$ cat src/design/nfsa_pkg.sv
// Shared types, constants and helper functions for the next-fit slot allocator.
// No dependencies; used by every other file of the block except nfsa_ram.
`timescale 1ns / 1ps

package nfsa_pkg;

  // Slot table geometry
  localparam int SLOT_W  = 10;
  localparam int SLOTS   = 1 << SLOT_W;
  localparam int FREE_W  = SLOT_W + 1;
  localparam int WORD_W  = 32;
  localparam int BIT_W   = $clog2(WORD_W);
  localparam int WORDS   = SLOTS / WORD_W;
  localparam int WADDR_W = SLOT_W - BIT_W;

  localparam logic [WADDR_W-1:0] LAST_WORD = WADDR_W'(WORDS - 1);
  localparam logic [SLOT_W-1:0]  LAST_SLOT = SLOT_W'(SLOTS - 1);

  typedef enum logic {
    OP_ALLOC   = 1'b0,
    OP_RELEASE = 1'b1
  } op_e;

  typedef enum logic [1:0] {
    ST_GRANTED     = 2'd0,
    ST_FULL        = 2'd1,
    ST_RELEASED    = 2'd2,
    ST_BAD_RELEASE = 2'd3
  } status_e;

  // Controller to datapath commands
  typedef struct packed {
    logic load;      // capture the request
    logic early;     // resolve without a bitmap read (table full)
    logic check;     // examine the word just read
    logic out_load;  // move the result into the output register
  } nfsa_cmd_t;

  // Datapath to controller status
  typedef struct packed {
    logic early_done;  // request resolves without reading the bitmap
    logic done;        // current word check ends the request
  } nfsa_stat_t;

  // Lowest set bit of a word
  function automatic logic [BIT_W-1:0] find_first(input logic [WORD_W-1:0] v);
    logic [BIT_W-1:0] pos;
    pos = '0;
    for (int i = WORD_W - 1; i >= 0; i--) begin
      if (v[i]) pos = BIT_W'(i);
    end
    return pos;
  endfunction

  // Highest set bit of a word
  function automatic logic [BIT_W-1:0] find_last(input logic [WORD_W-1:0] v);
    logic [BIT_W-1:0] pos;
    pos = '0;
    for (int i = 0; i < WORD_W; i++) begin
      if (v[i]) pos = BIT_W'(i);
    end
    return pos;
  endfunction

endpackage

$ cat src/design/nfsa_if.sv
// Request and response channel interfaces (valid/ready plus payload).
// Depends on nfsa_pkg for field widths and codes.
`timescale 1ns / 1ps

interface nfsa_req_if;
  logic                        valid;
  logic                        ready;
  nfsa_pkg::op_e               operation;
  logic [nfsa_pkg::SLOT_W-1:0] release_slot;

  modport source (output valid, output operation, output release_slot, input ready);
  modport sink   (input valid, input operation, input release_slot, output ready);
endinterface

interface nfsa_rsp_if;
  logic                        valid;
  logic                        ready;
  logic [nfsa_pkg::SLOT_W-1:0] slot;
  nfsa_pkg::status_e           status;
  logic [nfsa_pkg::FREE_W-1:0] free_slots;

  modport source (output valid, output slot, output status, output free_slots, input ready);
  modport sink   (input valid, input slot, input status, input free_slots, output ready);
endinterface

$ cat src/design/next_fit_slot_allocator.sv
// Next-fit slot allocator over a 1024-entry table: top level tying the
// sequencer to the datapath. Depends on nfsa_pkg, nfsa_if, nfsa_ctrl, nfsa_dp.
//
// One request is handled at a time. The occupancy bitmap sits in a 32 x 32-bit
// RAM, and each word visited takes a lookup state (address), then a check
// state (check and write back). A release, or a grant found in the hint word,
// visits a single word; a full table skips the bitmap check, and an allocate
// that must scan visits up to 33 words. Per-word valid bits make the whole
// table free right after reset, with no clearing pass. The result sits in an
// output register, so a new request is accepted while the previous
// transaction still waits to be taken.
`timescale 1ns / 1ps

module next_fit_slot_allocator (
  input  logic       clk_i,
  input  logic       rst_ni,
  nfsa_req_if.sink   req_i,
  nfsa_rsp_if.source rsp_o
);
  import nfsa_pkg::*;

  nfsa_cmd_t  cmd;
  nfsa_stat_t stat;
  logic       in_ready;
  logic       out_valid;

  nfsa_ctrl u_ctrl (
    .clk_i      (clk_i),
    .rst_ni     (rst_ni),
    .in_valid_i (req_i.valid),
    .in_ready_o (in_ready),
    .out_valid_o(out_valid),
    .out_ready_i(rsp_o.ready),
    .stat_i     (stat),
    .cmd_o      (cmd)
  );

  nfsa_dp u_dp (
    .clk_i       (clk_i),
    .rst_ni      (rst_ni),
    .cmd_i       (cmd),
    .stat_o      (stat),
    .in_op_i     (req_i.operation),
    .in_slot_i   (req_i.release_slot),
    .out_slot_o  (rsp_o.slot),
    .out_status_o(rsp_o.status),
    .out_free_o  (rsp_o.free_slots)
  );

  assign req_i.ready = in_ready;
  assign rsp_o.valid = out_valid;

endmodule

$ cat src/design/nfsa_ram.sv
// Generic single-port RAM with registered read data.
// No dependencies.
`timescale 1ns / 1ps

module nfsa_ram #(
  parameter int WIDTH = 32,
  parameter int DEPTH = 32
) (
  input  logic                     clk_i,
  input  logic                     we_i,
  input  logic [$clog2(DEPTH)-1:0] addr_i,
  input  logic [WIDTH-1:0]         wdata_i,
  output logic [WIDTH-1:0]         rdata_o
);

  logic [WIDTH-1:0] mem_q [DEPTH];

  always_ff @(posedge clk_i) begin
    if (we_i) mem_q[addr_i] <= wdata_i;
    rdata_o <= mem_q[addr_i];
  end

endmodule

$ cat src/design/nfsa_ctrl.sv
// Sequencer for the slot allocator: accept, bitmap lookup loop, result hand-off.
// Depends on nfsa_pkg for the command and status structs.
`timescale 1ns / 1ps

module nfsa_ctrl (
  input  logic                 clk_i,
  input  logic                 rst_ni,
  input  logic                 in_valid_i,
  output logic                 in_ready_o,
  output logic                 out_valid_o,
  input  logic                 out_ready_i,
  input  nfsa_pkg::nfsa_stat_t stat_i,
  output nfsa_pkg::nfsa_cmd_t  cmd_o
);
  import nfsa_pkg::*;

  typedef enum logic [1:0] {
    S_IDLE,
    S_LOOKUP,
    S_CHECK,
    S_RESULT
  } state_e;

  state_e state_q, state_d;
  logic   out_valid_q, out_valid_d;

  // Commands decoded from the current state
  always_comb begin
    in_ready_o     = (state_q == S_IDLE);
    cmd_o.load     = (state_q == S_IDLE) && in_valid_i;
    cmd_o.early    = (state_q == S_LOOKUP) && stat_i.early_done;
    cmd_o.check    = (state_q == S_CHECK);
    cmd_o.out_load = (state_q == S_RESULT) && (!out_valid_q || out_ready_i);
  end

  // Next state
  always_comb begin
    state_d = state_q;
    unique case (state_q)
      S_IDLE: begin
        if (in_valid_i) state_d = S_LOOKUP;
      end
      S_LOOKUP: begin
        state_d = stat_i.early_done ? S_RESULT : S_CHECK;
      end
      S_CHECK: begin
        state_d = stat_i.done ? S_RESULT : S_LOOKUP;
      end
      S_RESULT: begin
        if (cmd_o.out_load) state_d = S_IDLE;
      end
      default: state_d = S_IDLE;
    endcase
  end

  // Output valid: set on load, cleared once the transaction is taken
  always_comb begin
    out_valid_d = out_valid_q;
    if (cmd_o.out_load)   out_valid_d = 1'b1;
    else if (out_ready_i) out_valid_d = 1'b0;
  end

  always_ff @(posedge clk_i or negedge rst_ni) begin
    if (!rst_ni) begin
      state_q     <= S_IDLE;
      out_valid_q <= 1'b0;
    end else begin
      state_q     <= state_d;
      out_valid_q <= out_valid_d;
    end
  end

  assign out_valid_o = out_valid_q;

endmodule

$ cat src/design/nfsa_dp.sv
// Datapath: occupancy bitmap RAM with per-word valid bits, hint, free count,
// word scan pointer and result/output registers. Depends on nfsa_pkg, nfsa_ram.
`timescale 1ns / 1ps

module nfsa_dp (
  input  logic                        clk_i,
  input  logic                        rst_ni,
  input  nfsa_pkg::nfsa_cmd_t         cmd_i,
  output nfsa_pkg::nfsa_stat_t        stat_o,
  input  nfsa_pkg::op_e               in_op_i,
  input  logic [nfsa_pkg::SLOT_W-1:0] in_slot_i,
  output logic [nfsa_pkg::SLOT_W-1:0] out_slot_o,
  output nfsa_pkg::status_e           out_status_o,
  output logic [nfsa_pkg::FREE_W-1:0] out_free_o
);
  import nfsa_pkg::*;

  // Control state
  logic [SLOT_W-1:0]  hint_q;
  logic [FREE_W-1:0]  free_q;
  logic [WADDR_W-1:0] ptr_q;
  logic               bwd_q;
  logic [WORDS-1:0]   valid_q;

  // Payload
  op_e                op_q;
  logic [SLOT_W-1:0]  idx_q;
  logic [SLOT_W-1:0]  res_slot_q;
  status_e            res_status_q;
  logic [SLOT_W-1:0]  out_slot_q;
  status_e            out_status_q;
  logic [FREE_W-1:0]  out_free_q;

  logic [WADDR_W-1:0] hint_word;
  logic [BIT_W-1:0]   hint_bit;
  logic [BIT_W-1:0]   idx_bit;
  logic [WORD_W-1:0]  ram_rdata;
  logic [WORD_W-1:0]  ram_wdata;
  logic               ram_we;
  logic [WORD_W-1:0]  word;
  logic [WORD_W-1:0]  free_vec;
  logic [WORD_W-1:0]  window;
  logic [WORD_W-1:0]  cand;
  logic [WORD_W-1:0]  bit_sel;
  logic [BIT_W-1:0]   pos;
  logic               at_hint;
  logic               hint_free;
  logic               found;
  logic               rel_ok;
  logic               is_rel;

  // Bitmap storage, one word per address; the address is always the scan pointer
  nfsa_ram #(
    .WIDTH(WORD_W),
    .DEPTH(WORDS)
  ) u_bitmap (
    .clk_i  (clk_i),
    .we_i   (ram_we),
    .addr_i (ptr_q),
    .wdata_i(ram_wdata),
    .rdata_o(ram_rdata)
  );

  // Word check: never-written words read as all free
  always_comb begin
    hint_word = hint_q[SLOT_W-1:BIT_W];
    hint_bit  = hint_q[BIT_W-1:0];
    idx_bit   = idx_q[BIT_W-1:0];
    is_rel    = (op_q == OP_RELEASE);
    word      = valid_q[ptr_q] ? ram_rdata : '0;
    free_vec  = ~word;
    at_hint   = (ptr_q == hint_word);

    // forward pass looks at and above the hint bit, backward pass below it
    if (!at_hint)   window = '1;
    else if (bwd_q) window = ~({WORD_W{1'b1}} << hint_bit);
    else            window = ({WORD_W{1'b1}} << hint_bit) << 1;
    cand = free_vec & window;

    hint_free = !bwd_q && at_hint && free_vec[hint_bit];
    if (hint_free)  pos = hint_bit;
    else if (bwd_q) pos = find_last(cand);
    else            pos = find_first(cand);
    found  = hint_free || (cand != '0);
    rel_ok = word[idx_bit];

    stat_o.early_done = !is_rel && (free_q == '0);
    stat_o.done       = is_rel || found;

    bit_sel   = WORD_W'(1) << (is_rel ? idx_bit : pos);
    ram_wdata = is_rel ? (word & ~bit_sel) : (word | bit_sel);
    ram_we    = cmd_i.check && (is_rel ? rel_ok : found);
  end

  // Control registers
  always_ff @(posedge clk_i or negedge rst_ni) begin
    if (!rst_ni) begin
      hint_q  <= '0;
      free_q  <= FREE_W'(SLOTS);
      ptr_q   <= '0;
      bwd_q   <= 1'b0;
      valid_q <= '0;
    end else begin
      if (cmd_i.load) begin
        ptr_q <= (in_op_i == OP_RELEASE) ? in_slot_i[SLOT_W-1:BIT_W] : hint_word;
        bwd_q <= 1'b0;
      end
      if (ram_we) valid_q[ptr_q] <= 1'b1;
      if (cmd_i.check) begin
        if (is_rel) begin
          if (rel_ok) begin
            free_q <= free_q + FREE_W'(1);
            hint_q <= idx_q;
          end
        end else if (found) begin
          free_q <= free_q - FREE_W'(1);
          if (hint_free) hint_q <= (hint_q == LAST_SLOT) ? '0 : hint_q + SLOT_W'(1);
        end else if (!bwd_q && ptr_q == LAST_WORD) begin
          // forward pass hit the end: rescan the hint word below the hint
          bwd_q <= 1'b1;
          ptr_q <= hint_word;
        end else if (!bwd_q) begin
          ptr_q <= ptr_q + WADDR_W'(1);
        end else begin
          ptr_q <= ptr_q - WADDR_W'(1);
        end
      end
    end
  end

  // Request, result and output payload
  always_ff @(posedge clk_i) begin
    if (cmd_i.load) begin
      op_q  <= in_op_i;
      idx_q <= in_slot_i;
    end
    if (cmd_i.early) begin
      res_slot_q   <= '0;
      res_status_q <= ST_FULL;
    end else if (cmd_i.check) begin
      if (is_rel) begin
        res_slot_q   <= idx_q;
        res_status_q <= rel_ok ? ST_RELEASED : ST_BAD_RELEASE;
      end else if (found) begin
        res_slot_q   <= {ptr_q, pos};
        res_status_q <= ST_GRANTED;
      end
    end
    if (cmd_i.out_load) begin
      out_slot_q   <= res_slot_q;
      out_status_q <= res_status_q;
      out_free_q   <= free_q;
    end
  end

  assign out_slot_o   = out_slot_q;
  assign out_status_o = out_status_q;
  assign out_free_o   = out_free_q;

  // Checks
  a_free_bound: assert property (@(posedge clk_i) disable iff (!rst_ni)
    free_q <= FREE_W'(SLOTS))
    else $error("free count above table size");

  a_grant_dec: assert property (@(posedge clk_i) disable iff (!rst_ni)
    cmd_i.check && !is_rel && found |=> free_q == $past(free_q) - FREE_W'(1))
    else $error("grant did not consume a free slot");

  a_grant_free_bit: assert property (@(posedge clk_i) disable iff (!rst_ni)
    cmd_i.check && !is_rel && found |-> !word[pos])
    else $error("grant picked an occupied slot");

  a_release_hint: assert property (@(posedge clk_i) disable iff (!rst_ni)
    cmd_i.check && is_rel && rel_ok |=> hint_q == $past(idx_q))
    else $error("release did not move the hint");

endmodule
$ cat src/flat_wrapper.sv
// flat-port wrapper written by rule: the top's interface ports become plain ports
module next_fit_slot_allocator_flat import nfsa_pkg::*;
  (clk_i, rst_ni, req_i_valid, req_i_operation, req_i_release_slot, req_i_ready, rsp_o_valid, rsp_o_slot, rsp_o_status, rsp_o_free_slots, rsp_o_ready);
  nfsa_req_if req_i_i ();
  nfsa_rsp_if rsp_o_i ();
  input  logic clk_i;
  input  logic rst_ni;
  input wire logic [$bits(req_i_i.valid)-1:0] req_i_valid;
  input wire logic [$bits(req_i_i.operation)-1:0] req_i_operation;
  input wire logic [$bits(req_i_i.release_slot)-1:0] req_i_release_slot;
  output wire logic [$bits(req_i_i.ready)-1:0] req_i_ready;
  output wire logic [$bits(rsp_o_i.valid)-1:0] rsp_o_valid;
  output wire logic [$bits(rsp_o_i.slot)-1:0] rsp_o_slot;
  output wire logic [$bits(rsp_o_i.status)-1:0] rsp_o_status;
  output wire logic [$bits(rsp_o_i.free_slots)-1:0] rsp_o_free_slots;
  input wire logic [$bits(rsp_o_i.ready)-1:0] rsp_o_ready;
  assign req_i_i.valid = req_i_valid;
  assign req_i_i.operation = req_i_operation;
  assign req_i_i.release_slot = req_i_release_slot;
  assign req_i_ready = req_i_i.ready;
  assign rsp_o_valid = rsp_o_i.valid;
  assign rsp_o_slot = rsp_o_i.slot;
  assign rsp_o_status = rsp_o_i.status;
  assign rsp_o_free_slots = rsp_o_i.free_slots;
  assign rsp_o_i.ready = rsp_o_ready;
  next_fit_slot_allocator u_core (.clk_i(clk_i), .rst_ni(rst_ni), .req_i(req_i_i), .rsp_o(rsp_o_i));
endmodule
$ cat config.mk
export PLATFORM = sky130hd
export DESIGN_NAME = next_fit_slot_allocator_flat
export DESIGN_NICKNAME = d
export VERILOG_FILES = /design/src/design/nfsa_pkg.sv /design/src/design/nfsa_if.sv /design/src/design/next_fit_slot_allocator.sv /design/src/design/nfsa_ram.sv /design/src/design/nfsa_ctrl.sv /design/src/design/nfsa_dp.sv /design/src/flat_wrapper.sv
export SDC_FILE = /design/constraint.sdc
export NUM_CORES = 1
export LEC_CHECK = 0
export ABC_AREA = 1
export BUFFER_PORTS_ARGS = -buffer_cell sky130_fd_sc_hd__buf_2
export CORE_ASPECT_RATIO = 1.25
export CORE_MARGIN = 5
export CORE_UTILIZATION = 30
export DETAILED_ROUTE_END_ITERATION = 16
export GPL_TIMING_DRIVEN = 0
export MAX_ROUTING_LAYER = met4
export PLACE_DENSITY = 0.56
export SETUP_SLACK_MARGIN = 0.3
export SLEW_MARGIN = 20
export SYNTH_ARGS = -nofsm -noshare
export SYNTH_HDL_FRONTEND = slang
export SYNTH_SLANG_ARGS = --single-unit
$ cat constraint.sdc
create_clock -name clk_i -period 5.05 [get_ports clk_i]
set_input_delay 0.505 -clock clk_i [delete_from_list [all_inputs] [get_ports clk_i]]
set_output_delay 0.505 -clock clk_i [all_outputs]
set_load 0.02 [all_outputs]
* Word level (Yosys, flattened, before mapping)
Memories as Yosys holds them, arrays and structs flattened. A register that Yosys moved wholly into a read port is not among the register bits.
Cells that the tools add are included.
** Word-level totals
- Register bits :: 108
- Memory bits (writable) :: 1024
- Input port bits :: 15
- Output and inout bits :: 25
- Logic and storage cells :: 180
- Memories kept :: 1
** Cells by class
- Add/sub/neg operators :: 5
- Magnitude comparators :: 4
- Equality and inequality tests :: 9
- Shifts and indexed selects :: 2
- Mux-type cells :: 113
- Bitwise operators :: 7
- Reduce and logical (&&, ||, !) cells :: 25
** Memory list
- u_core.u_dp.u_bitmap.mem_q :: depth 32, bits a word 32, read ports 1, clocked after Yosys merged registers in 1, wr ports 1, RTL line nfsa_ram.sv:16 : logic [WIDTH-1:0] mem_q [DEPTH];
** Operators with widths (count)
- $mux 5 :: 72
- $mux 32 :: 4
- $not 32->32 :: 3
- $mux 10 :: 7
- $and 32x32->32 :: 2
- $or 32x32->32 :: 2
- $mux 11 :: 3
- $reduce_bool 32->1 :: 1
- $shl 1x5->32 const A :: 1
- $shl 32x5->32 const A :: 1
- $lt 5x6->1 const B :: 3
- $mux 1 :: 17
- $bmux 1 s5 :: 3
- $add 11x1->11 const B :: 1
- $logic_not 11->1 :: 1
- $sub 11x1->11 const B :: 1
- $add 10x1->10 const B :: 1
- $eq 10x10->1 const B :: 1
- $mux 2 :: 5
- $logic_and 1x1->1 :: 9
- $pmux 2 s4 :: 1
- $reduce_bool 2->1 :: 3
- $add 5x1->5 const B :: 1
- $demux 1 s5 :: 1
- 14 further kinds :: 21

* Logic depth before layout (Yosys ltp)
Gate-level depths: netlist (run 1).
- Depth after elaboration :: 44
- Mapped depth :: 52

* Cells and area by module
From an unflattened synthesis (run 1), not the netlist that was laid out.
** Second synthesis, totals
- Cells, all modules :: 5275
- Area total of the unflattened synthesis :: 51130.3 µm²
** Modules (own cells, without submodules)
- nfsa_ram :: times used 1, cells an instance 4091, area an instance 42919.9 µm², seq. area each 31390.1 µm²
- nfsa_dp :: times used 1, cells an instance 1159, area an instance 8040.2 µm², seq. area each 2738.9 µm²
- nfsa_ctrl :: times used 1, cells an instance 25, area an instance 170.2 µm², seq. area each 75.1 µm²

* Worst setup path after synthesis (run 1)
No wires, ideal clock.
- Path kind :: reg-to-reg
- From :: register u_core.u_dp.ptr_q[0]
- To :: memory u_core.u_dp.u_bitmap.mem_q[12][0] (enable)
- Setup time :: 0.422 ns
- Data arrival time :: 4.527 ns
- Required time :: 4.628 ns
- Path slack :: 0.101 ns
- Cell stages (with the launch flop) :: 31
- Cells stage by stage :: dfrtp_1 -> buf_6 -> buf_4 -> nand2_1 -> o21ai_0 -> nand2_1 -> nand2_1 -> nand2_1 -> nand2_1 -> nor2_1 -> nand2_2 -> buf_6 -> buf_6 -> buf_6 -> buf_6 -> nand2_1 -> a21oi_1 -> o21ai_1 -> o21ai_1 -> nand2_1 -> nand4_1 -> a21oi_1 -> nand3_2 -> inv_2 -> nor2_1 -> nand2_1 -> nand2_1 -> nor2_4 -> nand2_1 -> buf_4 -> nor2_1
** Between the ends
- Longest elaborated chain between the ends :: 12
** RTL lines
- start: declaration :: RTL line nfsa_dp.sv:21 : logic [WADDR_W-1:0] ptr_q;
- start signal: assignment :: RTL line nfsa_dp.sv:105 : ptr_q <= (in_op_i == OP_RELEASE) ? in_slot_i[SLOT_W-1:BIT_W] : hint_word;
- start signal: assignment :: RTL line nfsa_dp.sv:121 : ptr_q <= hint_word;
- start signal: assignment :: RTL line nfsa_dp.sv:123 : ptr_q <= ptr_q + WADDR_W'(1);
- $bmux 1 s5 :: RTL line nfsa_dp.sv:70 : word = valid_q[ptr_q] ? ram_rdata : '0;
- $mux 1 (implied by the code) :: RTL line nfsa_dp.sv:70
- $mux 32 :: RTL line nfsa_dp.sv:70
- $not 32->32 :: RTL line nfsa_dp.sv:71 : free_vec = ~word;
- $bmux 1 s5 :: RTL line nfsa_dp.sv:80 : hint_free = !bwd_q && at_hint && free_vec[hint_bit];
- $mux 1 (implied by the code) :: RTL line nfsa_dp.sv:80
- $logic_and 1x1->1 :: RTL line nfsa_dp.sv:80
- $logic_or 1x1->1 :: RTL line nfsa_dp.sv:84 : found = hint_free || (cand != '0);
- $mux 1 :: RTL line nfsa_dp.sv:92 : ram_we = cmd_i.check && (is_rel ? rel_ok : found);
- $logic_and 1x1->1 :: RTL line nfsa_dp.sv:92
- $mux 1 :: RTL line nfsa_ram.sv:19 : if (we_i) mem_q[addr_i] <= wdata_i;
- $mux 1 (implied by the code) :: RTL line nfsa_ram.sv:19
- end: declaration :: RTL line nfsa_ram.sv:16
Several ways; a longest one is shown, not always the timed one. The select of a mux whose other input is x is not followed.

* Worst setup path after layout (run 1)
- From :: register u_core.u_dp.ptr_q[0]
- To :: memory u_core.u_dp.u_bitmap.mem_q[19][13], data pin
** Between the ends
- Longest elaborated chain between the ends :: 44
** RTL lines
- $bmux 1 s5 :: RTL line nfsa_dp.sv:70
- $mux 1 (implied by the code) :: RTL line nfsa_dp.sv:70
- $mux 32 :: RTL line nfsa_dp.sv:70
- $not 32->32 :: RTL line nfsa_dp.sv:71
- $and 32x32->32 :: RTL line nfsa_dp.sv:78 : cand = free_vec & window;
- $mux 5 (32 in series) :: RTL line nfsa_pkg.sv:50 : if (v[i]) pos = BIT_W'(i);
- $mux 5 :: RTL line nfsa_dp.sv:82 : else if (bwd_q) pos = find_last(cand);
- $mux 5 :: RTL line nfsa_dp.sv:81 : if (hint_free) pos = hint_bit;
- $mux 5 :: RTL line nfsa_dp.sv:90 : bit_sel = WORD_W'(1) << (is_rel ? idx_bit : pos);
- $shl 1x5->32 :: RTL line nfsa_dp.sv:90
- $not 32->32 :: RTL line nfsa_dp.sv:91 : ram_wdata = is_rel ? (word & ~bit_sel) : (word | bit_sel);
- $and 32x32->32 :: RTL line nfsa_dp.sv:91
- $mux 32 (*) :: RTL line nfsa_dp.sv:91
Mark *: on every way between the ends. The rest lies on a longest branch, timed or not. The select of a mux whose other input is x is not followed.

==> reports/qor.txt, run 1 <==
status = finished with violations
violated checks = setup timing
Max Cap Violations = 0
placed insts = 5427
Comb power frac = 41.9%
Max IR drop VDD = 0.0003992 V
Fin. Hold Viols = 0
worst-margin pin slew = 1.304 ns
switching fraction of total power = 40.77%
max incr delay on CP = 0.38 ns
Die W = 360.0 um
routability congestion estimate = 0.9277
Critical Path End Type = flip-flop
area grow syn2layout = 26.26%
clock latency on the worst-skew pair = 0.74 ns
hpwl dp = 105.4 mm
Congestion Overflow GR = 0
Cell variety after synth = 56
met2 GRT Util = 33.30%
worst setup margin = -0.3149 ns
global routing's busiest layer = met2
dpl ws = -1.270 ns
Clock transition at path regs = 0.07 ns
Avg Cell Area, Syn = 13.93 sq um
CP arrival = 5.82 ns
fin nets = 3732
Pleak = 19.65 nW
commonest non-fill, non-tap cell in the layout = edfxtp_1
Final Setup Violations = 1491
vias in the first global route = 31040
Final Slew Violations = 0
Sequential Power Share = 36.2%
most frequent cells in the layout = edfxtp_1, a22oi_1, nand2_1
Clock Skew = 0.03812 ns
global-route wire length before repair = 230.6 mm
Yosys warning count = 0
First-pass DRT Iterations = 8
Worst Path Max Fanout = 8
filler instances = 14110
row count = 160
input/output buffers = 39
layout cells sized above 1 = 20.72%
Pint = 21.67 mW
syn_nets = 3331
met1 Use GR = 23.52%
core area = 152100 sq um
Clock Tree Buf Depth = 3
FMAX = 186.4 MHz
RSZ-0062 raised after global routing = true
Cell Count, Final, Fillers Out = 5820
Critical-path top delay cell = dfrtp_1
number of clock sinks = 1164
Sw Pwr = 14.92 mW
Top Ports = 40
Critical Path Most Common Cell = buf_12
Power Density = 630.8 nW/um^2
Post-synth top flop = edfxtp_1
Startpoint Class = flip-flop
die area = 161100 sq um
HP Class = input pin to flip-flop
WL final = 171.6 mm
clock power share = 21.9%
GRT Overall Usage = 20.50%
die height = 447.5 um
antenna violations before repair = 7
Initial DRC Count = 4061
WP buf/inv = 12
Worst Path Required = 5.50 ns
H-tree depth = 3
total CTS buffers = 110
area occupied by registers = 34210 sq um
root buf cell = clkbuf_16
DR vias/cell = 5.558
Final period util = 106.2%
DRT antenna net count = 0
multi-input logic area = 12880 sq um
vias = 32350
largest net degree at the start of global routing = 45
Yosys reg bits = 1164
Async SR Flop Fraction = 5.326%
synthesized instance count = 3298
Top delay family on crit path = buffers and inverters
met3 Use GR = 4.425%
number of enable flip-flop cells after synthesis = 1058
CTS tree = yes
Synth Cell Area = 45940 sq um
DRC errors left = 0
Slew Limit Headroom = 12.29%
wire length per cell = 29.49 um
post-synthesis sequential area ratio = 74.46%
critical path type = flip-flop to flip-flop
Starting Density = 30.19%
minimum clock period = 5.365 ns
[cell usage after synthesis (all sizes together) (5+ instances only)]
| library cell | count | area (sq um) |
|---|---|---|
| nand4 | 14 | 131.4 |
| ha | 16 | 200.2 |
| a2111o | 5 | 56.30 |
| or4 | 5 | 37.54 |
| nand2 | 443 | 1683 |
| o22ai | 10 | 62.56 |
| nor4 | 34 | 212.7 |
| buf | 53 | 291.5 |
| o21ai | 143 | 730.7 |
| dfrtp | 61 | 1526 |
| nand3 | 48 | 262.8 |
| a211oi | 11 | 82.58 |
| o211ai | 8 | 60.06 |
| a311oi | 5 | 43.79 |
| a31oi | 9 | 56.30 |
| nor2 | 136 | 545.5 |
| nor3 | 27 | 156.4 |
| clkinv | 7 | 26.28 |
| edfxtp | 1058 | 31770 |
| a22oi | 513 | 3851 |
| clkbuf | 139 | 521.8 |
| xnor2 | 8 | 70.07 |
| a21oi | 304 | 1548 |
| or2 | 54 | 337.8 |
| o31ai | 7 | 52.55 |
| o21bai | 16 | 120.1 |
| xor2 | 14 | 122.6 |
| inv | 95 | 361.6 |
| dfxtp | 44 | 880.8 |
[power groups by stage]
stage	combinational (mW)	sequential [mW]	clock, mW
6_report	15.3	13.2	8.01
5_1_grt	15.8	13.3	8.50
4_1_cts	13.6	13.2	8.09
3_5_place_dp	11.6	13.4	0
3_3_place_gp	11.2	13.5	0
2_1_floorplan	6.29	13.3	0
[registers in the layout, indices dropped and copies added, names as in the netlist, 10 cells and up]
register,count
u_core.u_dp.u_bitmap.mem_q,1024
u_core.u_dp.hint_q,10
u_core.u_dp.free_q,11
u_core.u_dp.valid_q,32
u_core.u_dp.idx_q,10
u_core.u_dp.res_slot_q,10
u_core.u_dp.out_free_o,11
u_core.u_dp.out_slot_o,10
u_core.u_dp.u_bitmap.rdata_o,32
[routing by layer]
| metal | routed length (um) | vias up |
|---|---|---|
| li1 | - | 13560 |
| met1 | 59930 | 16200 |
| met2 | 81020 | 2017 |
| met3 | 17740 | 573 |
| met4 | 12950 | 0 |
| met5 | 0 | - |
[tightest hold or removal path: cells and delay by family]
| kind | cells | cell delay [ns] |
|---|---|---|
| and+or+nand+nor | 1 | 0.05 |
| buffers and inverters | 1 | 0.11 |
| AOI/OAI and AO/OA | 1 | 0.16 |
[logic make-up after synthesis]
group / synth area share (%)
AO/OA/AOI/OAI: 14.64
XOR/XNOR: 0.4194
flip-flops: 74.46
buffers and inverters: 2.615
AND/OR/NAND/NOR: 7.343
adder cells (fa/ha/maj): 0.5229
[per-stage QoR]
step	util [%]	setup TNS [ns]	cell area (sq um)	power [mW]	hold WS [ns]
floorplan	-	0	45960	19.61	0.2094
CTS	37.24	0	56660	34.88	0.1234
global route	38.12	-497.25	58000	37.63	0.1597
finish	38.12	-210.11	58000	36.59	0.1494
detailed placement	33.24	-1788.97	50570	25.07	0.4244
global placement	32.00	-4359.57	48690	24.73	0.4228
[path summary, 6_finish.rpt]
kind / start / to / slack (ns) / cells past startpoint
worst max-delay path: u_core.u_dp.ptr_q[0] / u_core.u_dp.u_bitmap.mem_q[19][13] / -0.31 / 36
worst min-delay path: req_i_valid / u_core.u_ctrl.state_q[0] / 0.15 / 3
worst max register to register: u_core.u_dp.ptr_q[0] / u_core.u_dp.u_bitmap.mem_q[19][13] / -0.31 / 36
worst min register to register: u_core.u_dp.res_status_q[0] / u_core.u_dp.out_status_o[0] / 0.44 / 0
max in group asynchronous: rst_ni / u_core.u_dp.free_q[10] / 4.26 / 3
min in group asynchronous: rst_ni / u_core.u_dp.free_q[4] / 0.22 / 2
[timing repair]
| item | in CTS | in global routing |
|---|---|---|
| pin swaps | 88 | 61 |
| gates cloned | 24 | 17 |
| resized for setup | 277 | 140 |
| endpoints found under the setup margin | 2113 | 2096 |
| hold buffers | 13 | 0 |
| hold endpoints to repair | 30 | 0 |
| setup buffers | 94 | 37 |
[area by class of cell]
cell class	count	area share (%)
Tap cell	2025	4.368
Timing Repair inverter	1	0.01294
Sequential cell	1164	58.98
Multi-Input combinational cell	1875	22.21
Clock buffer	155	5.244
Buffer	192	1.588
Timing Repair Buffer	253	6.152
Antenna cell	6	0.02589
Inverter	102	0.7011
Clock inverter	47	0.7184
No activity file was read; power rests on OpenSTA's default activity.
==> inputs of run 2 (changes only) <==
--- a/config.mk
+++ b/config.mk
@@ -7,13 +7,15 @@
 export LEC_CHECK = 0
 export ABC_AREA = 1
 export BUFFER_PORTS_ARGS = -buffer_cell sky130_fd_sc_hd__buf_2
+export CELL_PAD_IN_SITES_DETAIL_PLACEMENT = 2
+export CELL_PAD_IN_SITES_GLOBAL_PLACEMENT = 2
 export CORE_ASPECT_RATIO = 1.25
 export CORE_MARGIN = 5
 export CORE_UTILIZATION = 30
 export DETAILED_ROUTE_END_ITERATION = 16
 export GPL_TIMING_DRIVEN = 0
 export MAX_ROUTING_LAYER = met4
-export PLACE_DENSITY = 0.56
+export PLACE_DENSITY = 0.69
 export SETUP_SLACK_MARGIN = 0.3
 export SLEW_MARGIN = 20
 export SYNTH_ARGS = -nofsm -noshare
==> run 2 against run 1 <==
Effect of this change: the flow still finishes with violations (setup timing); total power rose by 6.9%; sequential power barely moved; sequential share of layout area up 0.19 points; sequential cell count unchanged; clock power is 14% higher; non-clock buffer count decreased by 19; via count grew 9.9%; die area unchanged; register-to-register slack worse by 0.52 ns; global-route usage rose by 7.0 points; final cell count about the same; count of clock-buffer cells in the layout down 2; largest power group unchanged.
==> reports/qor.txt, run 2 (synthesis results as in run 1) <==
status = finished with violations
violated checks = setup timing
wire length per cell = 39.74 um
vias in the first global route = 37010
met1 Use GR = 29.85%
commonest non-fill, non-tap cell in the layout = edfxtp_1
Top Ports = 40
global routing's busiest layer = met2
antenna violations before repair = 14
worst-margin pin slew = 1.418 ns
Critical-path top delay cell = nor2_4
die area = 161100 sq um
CP arrival = 6.34 ns
die height = 447.5 um
critical path type = flip-flop to flip-flop
Critical Path End Type = flip-flop
RSZ-0062 raised after global routing = true
multi-input logic area = 12690 sq um
Congestion Overflow GR = 0
hpwl dp = 129.5 mm
Pleak = 19.54 nW
Critical Path Most Common Cell = nand2_1
number of clock sinks = 1164
Initial DRC Count = 4927
vias = 35560
input/output buffers = 39
Worst Path Max Fanout = 14
cell depth of the worst hold path = 3
most frequent cells in the layout = edfxtp_1, a22oi_1, nand2_1
Startpoint Class = flip-flop
filler instances = 15210
DRT antenna net count = 0
Final Slew Violations = 0
CTS tree = yes
met2 GRT Util = 45.07%
clock latency on the worst-skew pair = 0.80 ns
Final Setup Violations = 2096
met3 Use GR = 5.425%
HP Class = input pin to flip-flop
Power Density = 676.5 nW/um^2
Clock Skew = 0.08411 ns
DRC errors left = 0
Area after DPL = 50560 sq um
layout cells sized above 1 = 20.61%
Fin. Hold Viols = 0
Clock Tree Buf Depth = 3
area grow syn2layout = 25.84%
Cell Count, Final, Fillers Out = 5819
Worst Path Required = 5.50 ns
root buf cell = clkbuf_16
fin area = 57810 sq um
Max IR drop VDD = 0.0003389 V
global-route wire length before repair = 303.8 mm
Max Cap Violations = 0
minimum clock period = 5.886 ns
Core Util, Final = 38.00%
core area = 152100 sq um
WL final = 231.3 mm
row count = 160
total CTS buffers = 116
Slew Limit Headroom = 5.499%
area occupied by registers = 34210 sq um
FMAX = 169.9 MHz
depth of the worst register-to-register path = 32
worst setup margin = -0.8357 ns
Final period util = 116.5%
fin nets = 3715
Clock transition at path regs = 0.06 ns
Biggest register = u_core.u_dp.u_bitmap.mem_q
Starting Density = 30.19%
DR vias/cell = 6.110
GRT Overall Usage = 27.50%
routability congestion estimate = 0.8674
largest net degree at the start of global routing = 33
H-tree depth = 3
largest registers = u_core.u_dp.u_bitmap.mem_q (1024), u_core.u_dp.u_bitmap.rdata_o (32), u_core.u_dp.valid_q (32)
max incr delay on CP = 0.40 ns
placed insts = 5432
max reg flops = 1024
First-pass DRT Iterations = 6
Die W = 360.0 um
## run 2: where the power goes
group | switching [mW] | internal, mW | leakage (nW)
Combinational | 12.4 | 4.26 | 6.79
Clock | 4.24 | 4.92 | 1.84
Sequential | 0.537 | 12.8 | 10.9
## run 2: path summary, 6_finish.rpt
kind,start,endpoint,slack (ns)
worst max register to register,u_core.u_dp.ptr_q[0],u_core.u_dp.u_bitmap.mem_q[2][10],-0.84
worst max-delay path,u_core.u_dp.ptr_q[0],u_core.u_dp.u_bitmap.mem_q[2][10],-0.84
min in group asynchronous,rst_ni,u_core.u_dp.valid_q[30],0.25
worst min register to register,u_core.u_dp.res_slot_q[7],u_core.u_dp.out_slot_o[7],0.44
max in group asynchronous,rst_ni,u_core.u_dp.free_q[10],4.10
worst min-delay path,req_i_valid,u_core.u_ctrl.state_q[0],0.04
## run 2: what timing repair did
action | 4_1_cts | 5_1_grt
gates resized for setup | 307 | 66
setup buffers | 92 | 17
cloned | 23 | 12
pin swaps | 82 | 39
endpoints found under the setup margin | 2121 | 2112
hold buffers | 13 | 0
endpoints found under the hold margin | 43 | 0
## run 2: area by class of cell
| cell class | instances | share of cell area [%] |
|---|---|---|
| Sequential cell | 1164 | 59.17 |
| Clock buffer | 153 | 5.387 |
| Tap cell | 2025 | 4.383 |
| Inverter | 102 | 0.6904 |
| Clock inverter | 67 | 1.186 |
| Multi-Input combinational cell | 1872 | 21.96 |
| Buffer | 192 | 1.610 |
| Timing Repair Buffer | 234 | 5.571 |
| Antenna cell | 10 | 0.04329 |
## run 2: through the flow
step	hold slack, ns	TNS, ns	power [mW]	worst slack [ns]
2_1_floorplan	0.2094	0	19.61	0.1006
3_3_place_gp	0.4159	-5451.07	25.03	-3.933
3_5_place_dp	0.4222	-3299.70	26.01	-2.248
4_1_cts	0.03676	-10.88	37.11	-0.08293
5_1_grt	0.1183	-1197.81	39.72	-0.8198
6_report	0.04073	-1192.38	39.11	-0.8357
## run 2: critical path, delay by kind of cell (launching register included)
family | cells | cell delay [ns]
and+or+nand+nor | 18 | 2.60
AOI/OAI and AO/OA | 3 | 0.72
buffers and inverters | 11 | 1.80
DFF | 1 | 0.34
## run 2: routing by layer
metal	vias up	routed length [um]
met5	-	0
met4	0	22010
met3	998	22510
met2	2722	109000
met1	18300	77780
li1	13530	-
